**src/prq_pkg.sv**
```systemverilog
package prq_pkg;

  // Sizing of the scheduler
  localparam int THREADS = 8;
  localparam int LEVELS  = 16;

  // Fixed field widths of the channels
  localparam int TID_W = 3;
  localparam int LVL_W = 4;
  localparam int OP_W  = 2;
  localparam int ST_W  = 2;

  // Internal index widths
  localparam int THR_W = (THREADS > 1) ? $clog2(THREADS) : 1;
  localparam int LVS_W = (LEVELS > 1) ? $clog2(LEVELS) : 1;
  localparam int LNK_W = $clog2(THREADS + 1);

  typedef logic [THR_W-1:0] thr_t;
  typedef logic [LVS_W-1:0] lvs_t;
  typedef logic [LNK_W-1:0] lnk_t;

  // Link code that marks the end of a FIFO
  localparam lnk_t LINK_NULL = LNK_W'(THREADS);

  typedef enum logic [OP_W-1:0] {
    OP_PUT  = 2'd0,
    OP_TAKE = 2'd1,
    OP_PICK = 2'd2,
    OP_SET  = 2'd3
  } op_t;

  typedef enum logic [ST_W-1:0] {
    ST_OK       = 2'd0,
    ST_SAME     = 2'd1,
    ST_NONE     = 2'd2,
    ST_NOT_HEAD = 2'd3
  } status_t;

  typedef struct packed {
    op_t              operation;
    logic [TID_W-1:0] thread_id;
    logic [LVL_W-1:0] level;
  } req_t;

  typedef struct packed {
    status_t          status;
    logic [TID_W-1:0] chosen_thread;
    logic             chosen_valid;
  } rsp_t;

  typedef struct packed {
    logic found;
    lvs_t idx;
  } pick_t;

endpackage

```
**src/prq_if.sv**
```systemverilog
interface prq_req_if
  import prq_pkg::*;
  ();
  logic             valid;
  logic             ready;
  logic [OP_W-1:0]  operation;
  logic [TID_W-1:0] thread_id;
  logic [LVL_W-1:0] level;

  modport source (output valid, operation, thread_id, level, input ready);
  modport sink   (input valid, operation, thread_id, level, output ready);
endinterface

interface prq_rsp_if
  import prq_pkg::*;
  ();
  logic             valid;
  logic             ready;
  logic [ST_W-1:0]  status;
  logic [TID_W-1:0] chosen_thread;
  logic             chosen_valid;

  modport source (output valid, status, chosen_thread, chosen_valid, input ready);
  modport sink   (input valid, status, chosen_thread, chosen_valid, output ready);
endinterface

```
**src/priority_ready_queue_scheduler.sv**
```systemverilog
// Ready-queue scheduler: one FIFO of thread numbers per priority level.
// Request channel (req): operation put, take, pick or set priority, with a
// thread number and a level. Response channel (rsp): one transaction per
// request, carrying a status, the picked thread and its valid flag.
// Both channels use a valid/ready handshake; a transaction moves at a clock
// edge where both are high.
// An accepted request waits in the input register and executes into the
// response register, which presents it on rsp.
// Throughput: one request per cycle while the receiver does not stall, set by
// the single execute stage that reads and updates the level and thread state
// together.
// Requests are executed strictly in order, so each sees all earlier updates.
// When the receiver stalls, the response register holds its transaction,
// the input register holds one more request, and then req.ready drops.
// Reset (rst, synchronous): all FIFOs empty, no thread ready, all levels
// zero, both registers empty.
module priority_ready_queue_scheduler
  import prq_pkg::*;
  (
  input logic         clk,
  input logic         rst,
  prq_req_if.sink     req,
  prq_rsp_if.source   rsp
);

  logic req_valid_q;
  req_t req_q;
  logic rsp_valid_q;
  rsp_t rsp_q;
  rsp_t rsp_next;
  logic fire;

  // Execute when a request waits and the response slot is free or draining
  assign fire      = req_valid_q && (!rsp_valid_q || rsp.ready);
  assign req.ready = !req_valid_q || fire;

  prq_core u_core (
    .clk  (clk),
    .rst  (rst),
    .fire (fire),
    .req  (req_q),
    .rsp  (rsp_next)
  );

  // Hold the accepted request
  always_ff @(posedge clk) begin
    if (rst) begin
      req_valid_q <= 1'b0;
    end else if (req.ready) begin
      req_valid_q <= req.valid;
    end
    if (req.valid && req.ready) begin
      req_q.operation <= op_t'(req.operation);
      req_q.thread_id <= req.thread_id;
      req_q.level     <= req.level;
    end
  end

  // Hold the response until it is taken
  always_ff @(posedge clk) begin
    if (rst) begin
      rsp_valid_q <= 1'b0;
    end else if (fire) begin
      rsp_valid_q <= 1'b1;
    end else if (rsp.ready) begin
      rsp_valid_q <= 1'b0;
    end
    if (fire) begin
      rsp_q <= rsp_next;
    end
  end

  assign rsp.valid         = rsp_valid_q;
  assign rsp.status        = rsp_q.status;
  assign rsp.chosen_thread = rsp_q.chosen_thread;
  assign rsp.chosen_valid  = rsp_q.chosen_valid;

endmodule

```
**src/prq_pick.sv**
```systemverilog
module prq_pick
  import prq_pkg::*;
  (
  input  logic [LEVELS-1:0] nonempty,
  output pick_t             pick
);

  // Find the lowest-numbered non-empty level
  always_comb begin
    pick.found = 1'b0;
    pick.idx   = '0;
    for (int i = LEVELS - 1; i >= 0; i--) begin
      if (nonempty[i]) begin
        pick.found = 1'b1;
        pick.idx   = LVS_W'(i);
      end
    end
  end

endmodule

```
**src/prq_core.sv**
```systemverilog
module prq_core
  import prq_pkg::*;
  (
  input  logic clk,
  input  logic rst,
  input  logic fire,
  input  req_t req,
  output rsp_t rsp
);

  // Scheduler state
  thr_t              queue_head [LEVELS];
  thr_t              queue_tail [LEVELS];
  logic [LEVELS-1:0] queue_nonempty;
  lnk_t              link_next [THREADS];
  logic [THREADS-1:0] ready_mark;
  logic [THREADS-1:0] head_mark;
  lvs_t              thread_level [THREADS];

  thr_t              queue_head_next [LEVELS];
  thr_t              queue_tail_next [LEVELS];
  logic [LEVELS-1:0] queue_nonempty_next;
  lnk_t              link_next_next [THREADS];
  logic [THREADS-1:0] ready_mark_next;
  logic [THREADS-1:0] head_mark_next;
  lvs_t              thread_level_next [THREADS];

  pick_t pick;
  thr_t  tid;
  lvs_t  lv;
  lvs_t  new_lv;
  lnk_t  nx;
  logic  tid_ok;

  prq_pick u_pick (
    .nonempty (queue_nonempty),
    .pick     (pick)
  );

  assign tid    = THR_W'(req.thread_id);
  assign tid_ok = int'(req.thread_id) < THREADS;
  assign lv     = thread_level[tid];
  assign nx     = link_next[tid];
  assign new_lv = (int'(req.level) >= LEVELS) ? LVS_W'(LEVELS - 1) : LVS_W'(req.level);

  // Execute one operation against the current state
  always_comb begin
    queue_head_next     = queue_head;
    queue_tail_next     = queue_tail;
    queue_nonempty_next = queue_nonempty;
    link_next_next      = link_next;
    ready_mark_next     = ready_mark;
    head_mark_next      = head_mark;
    thread_level_next   = thread_level;
    rsp.status          = ST_OK;
    rsp.chosen_thread   = '0;
    rsp.chosen_valid    = 1'b0;

    if (req.operation == OP_PICK) begin
      if (pick.found) begin
        rsp.chosen_thread = TID_W'(queue_head[pick.idx]);
        rsp.chosen_valid  = 1'b1;
      end else begin
        rsp.status = ST_NONE;
      end
    end else if (!tid_ok) begin
      rsp.status = ST_SAME;
    end else begin
      unique case (req.operation)
        OP_PUT: begin
          if (ready_mark[tid]) begin
            rsp.status = ST_SAME;
          end else begin
            // Append to the tail of the thread's level
            if (queue_nonempty[lv]) begin
              link_next_next[queue_tail[lv]] = LNK_W'(tid);
            end else begin
              queue_head_next[lv] = tid;
              head_mark_next[tid] = 1'b1;
            end
            queue_tail_next[lv]     = tid;
            queue_nonempty_next[lv] = 1'b1;
            link_next_next[tid]     = LINK_NULL;
            ready_mark_next[tid]    = 1'b1;
          end
        end
        OP_TAKE: begin
          if (!ready_mark[tid]) begin
            rsp.status = ST_SAME;
          end else if (!head_mark[tid]) begin
            rsp.status = ST_NOT_HEAD;
          end else begin
            // Advance the head, or empty the level at the last thread
            if (int'(nx) < THREADS) begin
              queue_head_next[lv]        = THR_W'(nx);
              head_mark_next[THR_W'(nx)] = 1'b1;
            end else begin
              queue_head_next[lv]     = '0;
              queue_tail_next[lv]     = '0;
              queue_nonempty_next[lv] = 1'b0;
            end
            head_mark_next[tid]  = 1'b0;
            ready_mark_next[tid] = 1'b0;
            link_next_next[tid]  = LINK_NULL;
          end
        end
        OP_SET: begin
          if (ready_mark[tid]) begin
            rsp.status = ST_SAME;
          end else begin
            thread_level_next[tid] = new_lv;
          end
        end
        default: begin
          rsp.status = ST_OK;
        end
      endcase
    end
  end

  // Commit the state on each executed transaction
  always_ff @(posedge clk) begin
    if (rst) begin
      for (int i = 0; i < LEVELS; i++) begin
        queue_head[i] <= '0;
        queue_tail[i] <= '0;
      end
      for (int i = 0; i < THREADS; i++) begin
        link_next[i]    <= LINK_NULL;
        thread_level[i] <= '0;
      end
      queue_nonempty <= '0;
      ready_mark     <= '0;
      head_mark      <= '0;
    end else if (fire) begin
      queue_head     <= queue_head_next;
      queue_tail     <= queue_tail_next;
      queue_nonempty <= queue_nonempty_next;
      link_next      <= link_next_next;
      ready_mark     <= ready_mark_next;
      head_mark      <= head_mark_next;
      thread_level   <= thread_level_next;
    end
  end

endmodule
```
**src/flat_wrapper.sv**
```systemverilog
// flat-port wrapper written by rule: the top's interface ports become plain ports
module priority_ready_queue_scheduler_flat import prq_pkg::*;
  (clk, rst, req_valid, req_operation, req_thread_id, req_level, req_ready, rsp_valid, rsp_status, rsp_chosen_thread, rsp_chosen_valid, rsp_ready);
  prq_req_if req_i ();
  prq_rsp_if rsp_i ();
  input logic clk;
  input logic rst;
  input wire logic [$bits(req_i.valid)-1:0] req_valid;
  input wire logic [$bits(req_i.operation)-1:0] req_operation;
  input wire logic [$bits(req_i.thread_id)-1:0] req_thread_id;
  input wire logic [$bits(req_i.level)-1:0] req_level;
  output wire logic [$bits(req_i.ready)-1:0] req_ready;
  output wire logic [$bits(rsp_i.valid)-1:0] rsp_valid;
  output wire logic [$bits(rsp_i.status)-1:0] rsp_status;
  output wire logic [$bits(rsp_i.chosen_thread)-1:0] rsp_chosen_thread;
  output wire logic [$bits(rsp_i.chosen_valid)-1:0] rsp_chosen_valid;
  input wire logic [$bits(rsp_i.ready)-1:0] rsp_ready;
  assign req_i.valid = req_valid;
  assign req_i.operation = req_operation;
  assign req_i.thread_id = req_thread_id;
  assign req_i.level = req_level;
  assign req_ready = req_i.ready;
  assign rsp_valid = rsp_i.valid;
  assign rsp_status = rsp_i.status;
  assign rsp_chosen_thread = rsp_i.chosen_thread;
  assign rsp_chosen_valid = rsp_i.chosen_valid;
  assign rsp_i.ready = rsp_ready;
  priority_ready_queue_scheduler u_core (.clk(clk), .rst(rst), .req(req_i), .rsp(rsp_i));
endmodule
```
**config.mk**
```make
export PLATFORM = sky130hd
export DESIGN_NAME = priority_ready_queue_scheduler_flat
export DESIGN_NICKNAME = d
export VERILOG_FILES = /design/src/prq_pkg.sv /design/src/prq_if.sv /design/src/priority_ready_queue_scheduler.sv /design/src/prq_pick.sv /design/src/prq_core.sv /design/src/flat_wrapper.sv
export SDC_FILE = /design/constraint.sdc
export NUM_CORES = 1
export LEC_CHECK = 0
export ABC_AREA = 1
export BUFFER_PORTS_ARGS = -buffer_cell sky130_fd_sc_hd__buf_2
export CAP_MARGIN = 0
export CORE_AREA = 2 2 156 158
export CTS_CLUSTER_SIZE = 10
export DETAILED_ROUTE_END_ITERATION = 12
export DIE_AREA = 0 0 158 160
export MAX_ROUTING_LAYER = met4
export PLACE_DENSITY = 0.63
export SLEW_MARGIN = 40
export SYNTH_ARGS = -nofsm -noshare
export SYNTH_HDL_FRONTEND = slang
export SYNTH_SLANG_ARGS = --single-unit
```
**constraint.sdc**
```tcl
create_clock -name clk -period 5.9 [get_ports clk]
set_input_delay 0.59 -clock clk [delete_from_list [all_inputs] [get_ports clk]]
set_output_delay 0.59 -clock clk [all_outputs]
set_load 0.005 [all_outputs]
```
After elaboration in Yosys (flattened, before gate mapping)
Cells that the tools add are included.

word-level totals
  memory bits (read-only) = 0
  output and inout bits = 8
  latch bits = 0
  flip-flop bits (word level) = 209
  RAM bits = 0
  logic and storage cells = 223
  memories kept = 0
  bits of input ports = 13

cells by class
  add/sub/neg operators = 0
  equality and inequality tests = 8
  multiply operators = 0
  magnitude comparators = 14
  bitwise logic cells = 23
  reductions and logical operators = 21
  muxes and demuxes = 98
  div/mod/pow operators = 0
  shift operators = 0

operators with widths
  kind                                       number
  48-bit 2-to-1 mux                          9
  32-bit 2-to-1 mux                          7
  48-bit case mux with 2 select lines        2
  48-bit bitwise mux                         3
  48-bit bitwise AND                         2
  8-bit 2-to-1 mux                           12
  5-bit 2-to-1 mux                           16
  32-bit bitwise mux                         2
  16-bit 2-to-1 mux                          4
  32-bit case mux with 2 select lines        1
  24-bit bitwise AND                         2
  48-bit NOT                                 1
  8-bit bitwise OR                           5
  16-bit case mux with 2 select lines        1
  8-bit case mux with 2 select lines         2
  3-bit binary-select mux with 4-bit select  2
  4-bit binary-select mux with 3-bit select  2
  4-bit demux with 3-bit select              2
  4-bit 2-to-1 mux                           6
  24-bit NOT                                 1
  16-bit bitwise AND                         1
  8-bit bitwise AND                          2
  16-bit NOT                                 1
  16-bit bitwise OR                          1
  other kinds (35)                           77

Logic depth before layout (Yosys ltp)
  depth after elaboration = 21
  gate-level depth with buffers = 24
  gate-level depth less buffers = 22

By module
A second synthesis with hierarchy kept.

second synthesis, totals
  cell total of the unflattened synthesis = 1853
  area, all modules = 11761.3 µm²

by module, submodules not included
  module                          area each (µm²)  times used  sequential area each (µm²)  cells an instance
  prq_core                        11010.6          1           3843.7                      1777
  priority_ready_queue_scheduler  541.8            1           490.5                       27
  prq_pick                        209.0            1           0.0                         49

Worst setup path before layout
OpenSTA, ideal clock, no wires.

  path type = register to register
  start point = register u_core.req_q[5] (netlist bit)
  end point = register u_core.u_core.queue_head[1] (netlist bit)
  stages on the path, launching flop included = 22
  path slack = 3.476 ns
  data arrival time = 2.306 ns
  buffers on the path = 3
  data required time = 5.783 ns
  path through = edfxtp_1 buf_6 inv_4 nand2_2 nor2_4 nand2_1 nand2_2 nor2_8 nand2_8 buf_6 nand2_1 nand2_1 nand2_1 nand2_1 nand2_1 nand2_2 nor2_4 a21oi_4 buf_12 nand2_4 o21ai_1 a21oi_1

between the ends
  longest elaborated chain between the ends = 15
  elaborated cells on any way between the ends = 35
  those cells by class = 3 x order compare; 4 x eq/ne; 22 x mux; 4 x bitwise; 2 x reduce/logical

ends and longest elaborated chain
  element                                                                                                     RTL line                                        source
  from (decl)                                                                                                 priority_ready_queue_scheduler.sv:27            req_t req_q;
  3-bit NOT with 4-bit output (implied by the code)                                                           prq_core.sv:42, prq_core.sv:43
  4-bit binary-select mux with 3-bit select                                                                   prq_core.sv:42                                  assign lv = thread_level[tid];
  4-bit 2-to-1 mux (implied by the code) (2 in a row)                                                         prq_core.sv:42
  4-bit NOT with 5-bit output (implied by the code)                                                           prq_core.sv:78, prq_core.sv:95, prq_core.sv:98
  5-bit >= comparator (implied by the code) or 5-bit by 1-bit < comparator with 1-bit output (tied branches)  prq_core.sv:78, prq_core.sv:95, prq_core.sv:98
  1-bit logical AND (implied by the code)                                                                     prq_core.sv:78, prq_core.sv:95, prq_core.sv:98
  3-bit 2-to-1 mux (implied by the code)                                                                      prq_core.sv:78, prq_core.sv:95, prq_core.sv:98
  3-bit demux with 4-bit select                                                                               prq_core.sv:78, prq_core.sv:95, prq_core.sv:98
  48-bit NOT (no line)                                                                                        -
  48-bit bitwise AND (no line)                                                                                -
  48-bit 2-to-1 mux                                                                                           prq_core.sv:94                                  if (int'(nx) < THREADS) begin
  48-bit 2-to-1 mux                                                                                           prq_core.sv:90                                  end else if (!head_mark[tid]) begin
  48-bit 2-to-1 mux                                                                                           prq_core.sv:88                                  if (!ready_mark[tid]) begin
  48-bit case mux with 2 select lines                                                                         prq_core.sv:69                                  unique case (req.operation)
  to (signal assigned)                                                                                        prq_core.sv:136                                 queue_head <= queue_head_next;
  to (decl)                                                                                                   prq_core.sv:12                                  thr_t queue_head [LEVELS];

Parallel ways exist; a longest one is shown, timed or not. The select of a mux whose other input is x is not followed.
A chain may end at the register's enable or synchronous reset.

Final worst setup path
  start point = register u_core.req_q[5] (netlist bit)
  end point = register u_core.u_core.queue_head[15] (netlist bit)

Same word-level chain as after synthesis.

==> metrics.yaml <==
status:
  status: "finished clean"
global_routing:
  grt_pass1_vias: 10700
  grt_max_degree: 74
  grt_overflow_total: 0
  antenna_found_initial: 0
  grt_pass1_wl_um: 57800
  grt_usage_pct: 29.5
power_and_ir_drop:
  combPwrFrac_pct: 8.3
  p_leak_nw: 5.10
  switching_share_pct: 25.2
  ir_worst_vdd_mv: 0.210
  seqPwrFrac_pct: 44.3
  powerDensity_mw_per_mm2: 257
  clockPowerShare_pct: 47.4
  intPower_mw: 2.47
  p_sw_mw: 0.832
layout:
  drive_gt1_share_pct: 9.72
  layout_commonest_cell: "nand2_1"
  mostFrequentLayoutCells: "436 x nand2_1, 203 x a21oi_1, 194 x dfxtp_1, 189 x nand3_1, 165 x inv_1"
  areaGrowthSynthToFinish_pct: 8.76
  n_antenna_cell: 0
  layout.nets: 1774
routing:
  wl_met3_um: 2370
  dr_wl_met2_um: 16600
  drt_first_iter_violations: 957
  drt-met1-wl_um: 15500
  vias_per_cell: 5.58
  wl_per_cell_um: 17.2
  drc: 0
  ant_nets: 0
  highest_layer: "met4"
  drt_wl_total_um: 36100
  dr_total_vias: 11700
  dr.pass1.iters: 6
cts:
  cts.htree.levels: 1
  cts_sinks: 209
  cts_tree: "built"
  clkLatencyLatePin_ns: 0.54
  numCtsBuffers: 26
  clkTransAtPathRegs_ns: 0.06
  cts_hold_buffers: 0
  cts_root_buffer: "clkbuf_16"
  post-cts-setup-buffers: 0
  cts_buffer_depth: 3
  cts-resized-gates: 0
critical_path:
  crit_slowest_cell: "edfxtp_1"
  cpLargestDelayFamily: "simple AND/OR/NAND/NOR gates"
  critical-path-max-stage-delay_ns: 0.90
  crit_path_end_kind: "flop"
  crit_required_ns: 6.33
  worstPathCellList: "inv_4, nand3_4, inv_2, nand2_1, nand2_1, inv_1, nand4_2, inv_2, nand2_1, nand2_1, nand2_1, nand2_2, nor2_4, a21oi_4, buf_4, nand2_4, o21ai_1, a21oi_1"
  crit_top_cell: "nand2_1"
  critPathBufInv: 5
  worstPathArrival_ns: 4.72
  crit_fanout: 22
  critPathKind: "reg -> reg"
  cp-start-kind: "flop"
logic_synthesis:
  syn_area_mm2: 0.0118
  syn_inst: 1777
  ys_seq_elements: 209
  ys_seq_area_share_pct: 36.8
  yosysWarnings: 0
  avgSynthCellArea_um2: 6.63
  synth_cell_types: 47
  syn_nets: 1795
placement:
  gp_congestion: 0.902
  dp_hpwl_um: 24800
  pre_cts_ws_ns: 1.69
  placement.io_buffers: 20
floorplan:
  core_area_mm2: 0.0238
  rows: 57
  die_w_um: 158
  ios: 21
  die-area_mm2: 0.0253
  initial_utilization_pct: 49.5
  die_h_um: 160
timing:
  tns_ns: 0
  finalHoldViolCount: 0
  rsz0062_at_grt: "false"
  maxSlewViolCount: 0
  finalCritPeriodShare_pct: 72.7
  period_needed_ns: 4.29
  max_freq_ghz: 0.233
  fin_skew_ns: 0.0250
  worst_slew_pin_slew_ns: 0.848
  setup_violations: 0
  slew_headroom_pct: 43.5
  setup_slack_ns: 1.61
hold_path:
  hold_path_class: "in -> reg"
run:
  drv_cap: 0
[cells in the mapped netlist, drive strengths merged]
cell / instances / area (um^2)
or2: 3 / 18.8
clkbuf: 49 / 184
inv: 187 / 714
nor3b: 1 / 7.51
a22oi: 2 / 15.0
a21oi: 211 / 1090
nor4: 2 / 12.5
o22ai: 45 / 282
o21ai: 180 / 905
nand4: 4 / 31.3
dfxtp: 194 / 3880
ha: 5 / 62.6
nand2: 467 / 1900
a22o: 1 / 8.76
clkinv: 4 / 16.3
nor3: 2 / 10.0
nor2: 160 / 758
nand3b: 1 / 20.0
edfxtp: 15 / 450
and3: 2 / 12.5
a221oi: 6 / 52.6
a211oi: 6 / 72.6
nand3: 192 / 991
buf: 36 / 272
o32ai: 2 / 17.5
[final cells by class]
| type | count | area, um^2 |
|---|---|---|
| inverter | 191 | 731 |
| sequential | 209 | 4330 |
| timing repair buffer | 36 | 245 |
| fill | 2445 | 11000 |
| clock inverter | 3 | 76.3 |
| clock buffer | 38 | 746 |
| multi-input combinational | 1292 | 6280 |
| tap | 324 | 405 |
[kinds of logic (layout without fill, tap and decap cells)]
| group | Yosys count | in the layout | share of synthesized area [%] |
|---|---|---|---|
| buf+inv | 276 | 268 | 10.1 |
| compound gates | 453 | 453 | 20.7 |
| fa+ha+maj | 5 | 5 | 0.531 |
| flops | 209 | 209 | 36.8 |
| simple gates | 834 | 834 | 31.9 |
[worst register-to-register path: stages, from the launching register on]
cell      delay (ns)
edfxtp_1        0.90
inv_4           0.11
nand3_4         0.17
inv_2           0.09
nand2_1         0.07
nand2_1         0.05
inv_1           0.06
nand4_2         0.56
inv_2           0.50
nand2_1         0.10
nand2_1         0.06
nand2_1         0.06
nand2_2         0.12
nor2_4          0.06
a21oi_4         0.60
buf_4           0.36
nand2_4         0.09
o21ai_1         0.15
a21oi_1         0.06
[metrics by stage]
stage	util [%]	power, mW	cells	hold slack (ns)	cell area (um^2)
final	53.8	3.30	2093	0.226	12800
after detailed placement	50.3	1.76	2051	0.442	12000
after floorplan	-	1.68	1777	0.424	11800
after global placement	50.1	1.76	2049	0.433	11900
after CTS	53.7	3.32	2092	0.212	12800
after global routing	53.8	3.40	2093	0.214	12800
[power by group through the flow]
stage          clock network [mW]  logic [mW]  registers, mW
2_1_floorplan                   0       0.201           1.48
3_3_place_gp                    0       0.261           1.49
3_5_place_dp                    0       0.269           1.49
4_1_cts                      1.59       0.269           1.46
5_1_grt                      1.64       0.299           1.46
6_report                     1.56       0.274           1.46
[path summary, 6_finish.rpt]
path                                     start                            to  slack, ns  cells past startpoint
hold / removal                req_operation[1]               u_core.req_q[8]       0.23                      1
hold reg to reg   u_core.u_core.queue_tail[41]  u_core.u_core.queue_tail[41]       0.45                      2
setup / recovery               u_core.req_q[5]  u_core.u_core.queue_head[15]       1.61                     18
setup reg to reg               u_core.req_q[5]  u_core.u_core.queue_head[15]       1.61                     18
[layer usage]
layer  up-vias  GRT usage (%)
met1      5357           38.0
li1       5850              -
met4         0           12.0
met2       388           46.4
met5         -              -
met3        92           4.45
(Power assumes the default switching activity.)
